## src/lcd_controller_ports_core_defines.svh

```systemverilog
// Assertion macros for the LCD controller sequencer (lcdc_ctrl).
`ifndef LCD_CONTROLLER_PORTS_CORE_DEFINES_SVH
`define LCD_CONTROLLER_PORTS_CORE_DEFINES_SVH
`ifndef SYNTH
`define LCDC_ASSERT_IMP(label, clk, rst, ante, cons) \
  label: assert property (@(posedge clk) disable iff (rst) (ante) |-> (cons)) \
    else $error("lcdc assertion failed");
`define LCDC_ASSERT_NXT(label, clk, rst, ante, cons) \
  label: assert property (@(posedge clk) disable iff (rst) (ante) |=> (cons)) \
    else $error("lcdc assertion failed");
`else
`define LCDC_ASSERT_IMP(label, clk, rst, ante, cons)
`define LCDC_ASSERT_NXT(label, clk, rst, ante, cons)
`endif
`endif

```

## src/lcdc_pkg.sv

```systemverilog
// Types and constants for the LCD controller.
package lcdc_pkg;

  localparam logic [1:0] OP_STATUS_RD = 2'd0;
  localparam logic [1:0] OP_CMD_WR    = 2'd1;
  localparam logic [1:0] OP_DATA_RD   = 2'd2;
  localparam logic [1:0] OP_DATA_WR   = 2'd3;

  localparam logic [3:0] WORD_SIZE_8  = 4'd8;
  localparam logic [3:0] WORD_SIZE_6  = 4'd6;
  localparam logic [7:0] WORD_MASK_8  = 8'hFF;
  localparam logic [7:0] WORD_MASK_6  = 8'h3F;
  localparam logic [4:0] COL_LIMIT_8  = 5'd15;
  localparam logic [4:0] COL_LIMIT_6  = 5'd20;

  typedef struct packed {
    logic [1:0] op;
    logic [7:0] write_data;
  } req_t;

  typedef struct packed {
    logic [7:0] read_data;
    logic       update_request;
    logic       display_enabled;
    logic [5:0] contrast_level;
    logic [5:0] scroll_row;
  } rsp_t;

  typedef enum logic [3:0] {
    S_CLEAR,
    S_IDLE,
    S_ADDR,
    S_FETCH,
    S_MERGE,
    S_WR_HI,
    S_WR_LO,
    S_FINISH,
    S_DONE
  } state_t;

  typedef struct packed {
    logic capture;
    logic clear;
    logic calc;
    logic fetch;
    logic merge;
    logic wr_hi;
    logic wr_lo;
    logic finish;
  } ctrl_cmd_t;

  typedef struct packed {
    logic clr_done;
    logic data_op;
    logic changed;
    logic lo_ok;
  } dp_status_t;

endpackage

```

## src/lcdc_ctrl.sv

```systemverilog
// Sequencer for bus accesses: clear pass, address, fetch, merge, write back, reply.
`include "lcd_controller_ports_core_defines.svh"
module lcdc_ctrl (
  input  logic                   clk,
  input  logic                   rst,
  input  logic                   req_valid,
  output logic                   req_ready,
  output logic                   rsp_valid,
  input  logic                   rsp_ready,
  input  lcdc_pkg::dp_status_t   status,
  output lcdc_pkg::ctrl_cmd_t    cmd
);
  import lcdc_pkg::*;

  state_t state;
  state_t state_next;

  always_ff @(posedge clk) begin
    if (rst) begin
      state <= S_CLEAR;
    end else begin
      state <= state_next;
    end
  end

  always_comb begin
    state_next = state;
    cmd        = '0;
    req_ready  = 1'b0;
    rsp_valid  = 1'b0;
    unique case (state)
      S_CLEAR: begin
        cmd.clear = 1'b1;
        if (status.clr_done) state_next = S_IDLE;
      end
      S_IDLE: begin
        req_ready = 1'b1;
        if (req_valid) begin
          cmd.capture = 1'b1;
          state_next  = S_ADDR;
        end
      end
      S_ADDR: begin
        cmd.calc   = 1'b1;
        state_next = status.data_op ? S_FETCH : S_FINISH;
      end
      S_FETCH: begin
        cmd.fetch  = 1'b1;
        state_next = S_MERGE;
      end
      S_MERGE: begin
        cmd.merge  = 1'b1;
        state_next = S_WR_HI;
      end
      S_WR_HI: begin
        // changed is only set for data writes that alter memory
        cmd.wr_hi  = status.changed;
        state_next = (status.changed && status.lo_ok) ? S_WR_LO : S_FINISH;
      end
      S_WR_LO: begin
        cmd.wr_lo  = 1'b1;
        state_next = S_FINISH;
      end
      S_FINISH: begin
        cmd.finish = 1'b1;
        state_next = S_DONE;
      end
      S_DONE: begin
        rsp_valid = 1'b1;
        if (rsp_ready) state_next = S_IDLE;
      end
      default: state_next = S_IDLE;
    endcase
  end

  `LCDC_ASSERT_IMP(a_ready_excl, clk, rst, req_ready, !rsp_valid)
  `LCDC_ASSERT_NXT(a_accept_to_addr, clk, rst, req_valid && req_ready, state == S_ADDR)
  `LCDC_ASSERT_IMP(a_lo_after_hi, clk, rst, cmd.wr_lo, $past(cmd.wr_hi))
  `LCDC_ASSERT_NXT(a_done_to_idle, clk, rst, rsp_valid && rsp_ready, req_ready)

endmodule

```

## config.mk

```make
export PLATFORM = sky130hd
export DESIGN_NAME = lcdc_ctrl
export DESIGN_NICKNAME = d
export VERILOG_FILES = /design/src/lcdc_pkg.sv /design/src/lcdc_ctrl.sv
export VERILOG_INCLUDE_DIRS = /design/src /design/src/src
export SDC_FILE = /design/constraint.sdc
export NUM_CORES = 1
export LEC_CHECK = 0
export BUFFER_PORTS_ARGS = -buffer_cell sky130_fd_sc_hd__buf_2
export CAP_MARGIN = 0
export CORE_UTILIZATION = 25
export CTS_CLUSTER_DIAMETER = 60
export DETAILED_ROUTE_END_ITERATION = 6
export PLACE_DENSITY_LB_ADDON = 0.1
export SYNTH_ARGS = -nofsm -noshare
export SYNTH_HDL_FRONTEND = slang
export SYNTH_SLANG_ARGS = --single-unit
```

## constraint.sdc

```tcl
create_clock -name clk -period 1.6 [get_ports clk]
set_input_delay 0.24 -clock clk [delete_from_list [all_inputs] [get_ports clk]]
set_output_delay 0.24 -clock clk [all_outputs]
set_load 0.01 [all_outputs]
```

==> impl_metrics.env <==
export IMPL_status="finished clean"
export IMPL_leakagePower_nw=0.193
export IMPL_power_total_w=0.000399
export IMPL_peakVddDrop_mv=0.375
export IMPL_grt_pass1_wl_um=1390
export IMPL_design_die_area_mm2=0.00151
export IMPL_reg2reg_to="state[0]"
export IMPL_drv_slew=0
export IMPL_ys_ff_latch=4
export IMPL_nets=69
export IMPL_worstMarginPinSlew_ps=364
export IMPL_crit_end="rsp_valid"
export IMPL_mostFrequentLayoutCell="buf_2"
export IMPL_clock_sinks=4
export IMPL_crit_chain="nor4b_2 -> buf_2"
export IMPL_syn2layout_area_growth_pct=28.7
export IMPL_reg2reg_from="state[3]"
export IMPL_finalWorstSetupSlack_ps=23.9
export IMPL_path_buf_inv=1
export IMPL_cp_data_arrival_time_ps=1340
export IMPL_mostFrequentLayoutCells="buf_2, nor3_1, inv_1, nand2_1"
export IMPL_path_max_fanout=10
export IMPL_grt_max_degree=12
export IMPL_io_pins=18
export IMPL_dp_cells=70
export IMPL_holdCritPathClass="in -> reg"
export IMPL_period_needed_ps=1580
export IMPL_fp_dieW_um=38.9
export IMPL_finClkSkew_ps=2.39
export IMPL_final_util=0.369
export IMPL_diodes=0
export IMPL_ys_seq_area_frac=0.235
export IMPL_wirelength_um=779
export IMPL_layout_top_registers="state (4)"
export IMPL_die_y_um=38.9
export IMPL_largest_reg_flops=4
export IMPL_tns_ps=0
export IMPL_dr_first_iter_drc_count=4
export IMPL_pwr_density_cell_mw_per_mm2=911
export IMPL_required_ps=1360
export IMPL_crit_path_end_kind="output pin"
export IMPL_synth_top_area_frac=0.235
export IMPL_critPathLaunchType="flip-flop"
export IMPL_ys_types=22
export IMPL_finalCritPeriodShare=0.985
export IMPL_finalHoldViolCount=0
export IMPL_r2r_setup_slack_ps=330
export IMPL_cts_root_buffer="clkbuf_4"
export IMPL_grtUsageTotal=0.141
export IMPL_critical_path_startpoint="state[3]"
export IMPL_post_place_ws_ps=181
export IMPL_synth_area_leaders="dfxtp_1, nor4b_2, buf_6"
export IMPL_drc=0
export IMPL_vias=356
export IMPL_first_global_vias=309
export IMPL_path_delay_family="flip-flops"
export IMPL_cts_setup_buffers=0
export IMPL_cap_violations=0
export IMPL_synth_top_cell_by_area="dfxtp_1"
export IMPL_ant_nets=0
export IMPL_drive_gt1_frac=0.458
export IMPL_clk_latency_ps=230
export IMPL_setup_viol=0
export IMPL_instances_no_fill=73
export IMPL_routed_via_density=4.88
export IMPL_synth_warnings=0
export IMPL_numCtsBuffers=3
export IMPL_clk_pin_slew_worst_paths_ps=40
export IMPL_cpPeakStageDelay_ps=530
export IMPL_synth_area_um2=340
export IMPL_antenna_found_initial=0
export IMPL_wl_per_cell_um=10.7
export IMPL_crit_cells=2
export IMPL_port_buffers=17
export IMPL_clk_path_buf_depth=2
export IMPL_reg2reg_depth=3
export IMPL_start_util=0.287
export IMPL_cts_tree="done"
export IMPL_syn_inst=42
export IMPL_fp_coreArea_mm2=0.00119
export IMPL_critPathSlowestCell="dfxtp_1"
export IMPL_globalplace_congestion=0.679
export IMPL_path_class="reg -> out"
export IMPL_top_register="state"
export IMPL_overflow=0
export IMPL_avgSynthCellArea_um2=8.10
export IMPL_rows=12
export IMPL_drt_pass1_iter_count=4
export IMPL_slew_headroom=0.757
export IMPL_cts_htree_levels=1
export IMPL_rsz0062_at_grt="true"
export IMPL_fmax_ghz=0.634
export IMPL_syn_num_nets=50
==> power breakdown <==
part           leakage [nW]  internal, W  switching (W)
Clock                0.0138    0.0000836      0.0000379
Sequential           0.0333     0.000113      0.0000305
Combinational         0.146    0.0000687      0.0000650
Total                 0.193     0.000266       0.000133
==> metrics by stage <==
step,hold WS [ps],cell area (um2)
4_1_cts,242,437
3_5_place_dp,485,413
2_1_floorplan,317,340
3_3_place_gp,487,413
6_report,240,438
5_1_grt,243,438
==> synthesized netlist by cell type <==
| master | count |
|---|---|
| dfxtp_1 | 4 |
| inv_1 | 4 |
| nand2_1 | 4 |
| nor3_1 | 4 |
| nor2_1 | 3 |
| nor4_1 | 3 |
| buf_4 | 2 |
| buf_6 | 2 |
| nand2b_1 | 2 |
| nor4b_2 | 2 |
| a21boi_0 | 1 |
| a2bb2oi_1 | 1 |
| a311oi_1 | 1 |
| a31oi_1 | 1 |
| and2_1 | 1 |
| mux2_1 | 1 |
| nor2_2 | 1 |
| nor4b_1 | 1 |
| o2bb2ai_1 | 1 |
| o31ai_1 | 1 |
| or3_4 | 1 |
| xnor2_1 | 1 |
==> metal layers <==
layer / wire length (um) / GRT usage / up-vias / share of wire
li1: - / - / 189 / -
met1: 401 / 0.170 / 144 / 0.51
met2: 305 / 0.200 / 21 / 0.39
met3: 59 / 0.0520 / 2 / 0.076
met4: 13 / 0.103 / 0 / 0.017
met5: 0 / 0 / - / 0
==> layout make-up <==
type,count,area [um2]
sequential,4,82.6
fill,133,748
inverter,4,15.0
multi-input combinational,30,208
timing repair buffer,18,92.6
tap,14,17.5
clock buffer,3,22.5
==> worst min path at each step <==
stage / from / end / cells after the start
global placement: rst / state[1] / 2
floorplan: rst / state[1] / 1
detailed placement: rst / state[1] / 2
CTS: rst / state[1] / 2
finish: rst / state[1] / 2
global route: rst / state[1] / 2
==> cells by family (layout without fill, tap and decap cells) <==
group                  after synthesis  in the layout  synth area share
AND/OR/NAND/NOR                     22             22             0.412
buffers and inverters                8             25             0.154
AO/OA/AOI/OAI                        6              6             0.140
flip-flops                           4              4             0.235
XOR/XNOR                             1              1            0.0257
multiplexers                         1              1            0.0331
==> repair_timing <==
| action | CTS | global route |
|---|---|---|
| gates resized for setup | 1 | 1 |
| hold buffers | 0 | 0 |
| setup endpoints to repair | 2 | 4 |
==> worst register-to-register path: stages, from the launching register on <==
cell and delay, ps:
dfxtp_1 530, nor4b_2 370, o2bb2ai_1 160, o31ai_1 90
Note: power is estimated with default switching activity, not from simulation.
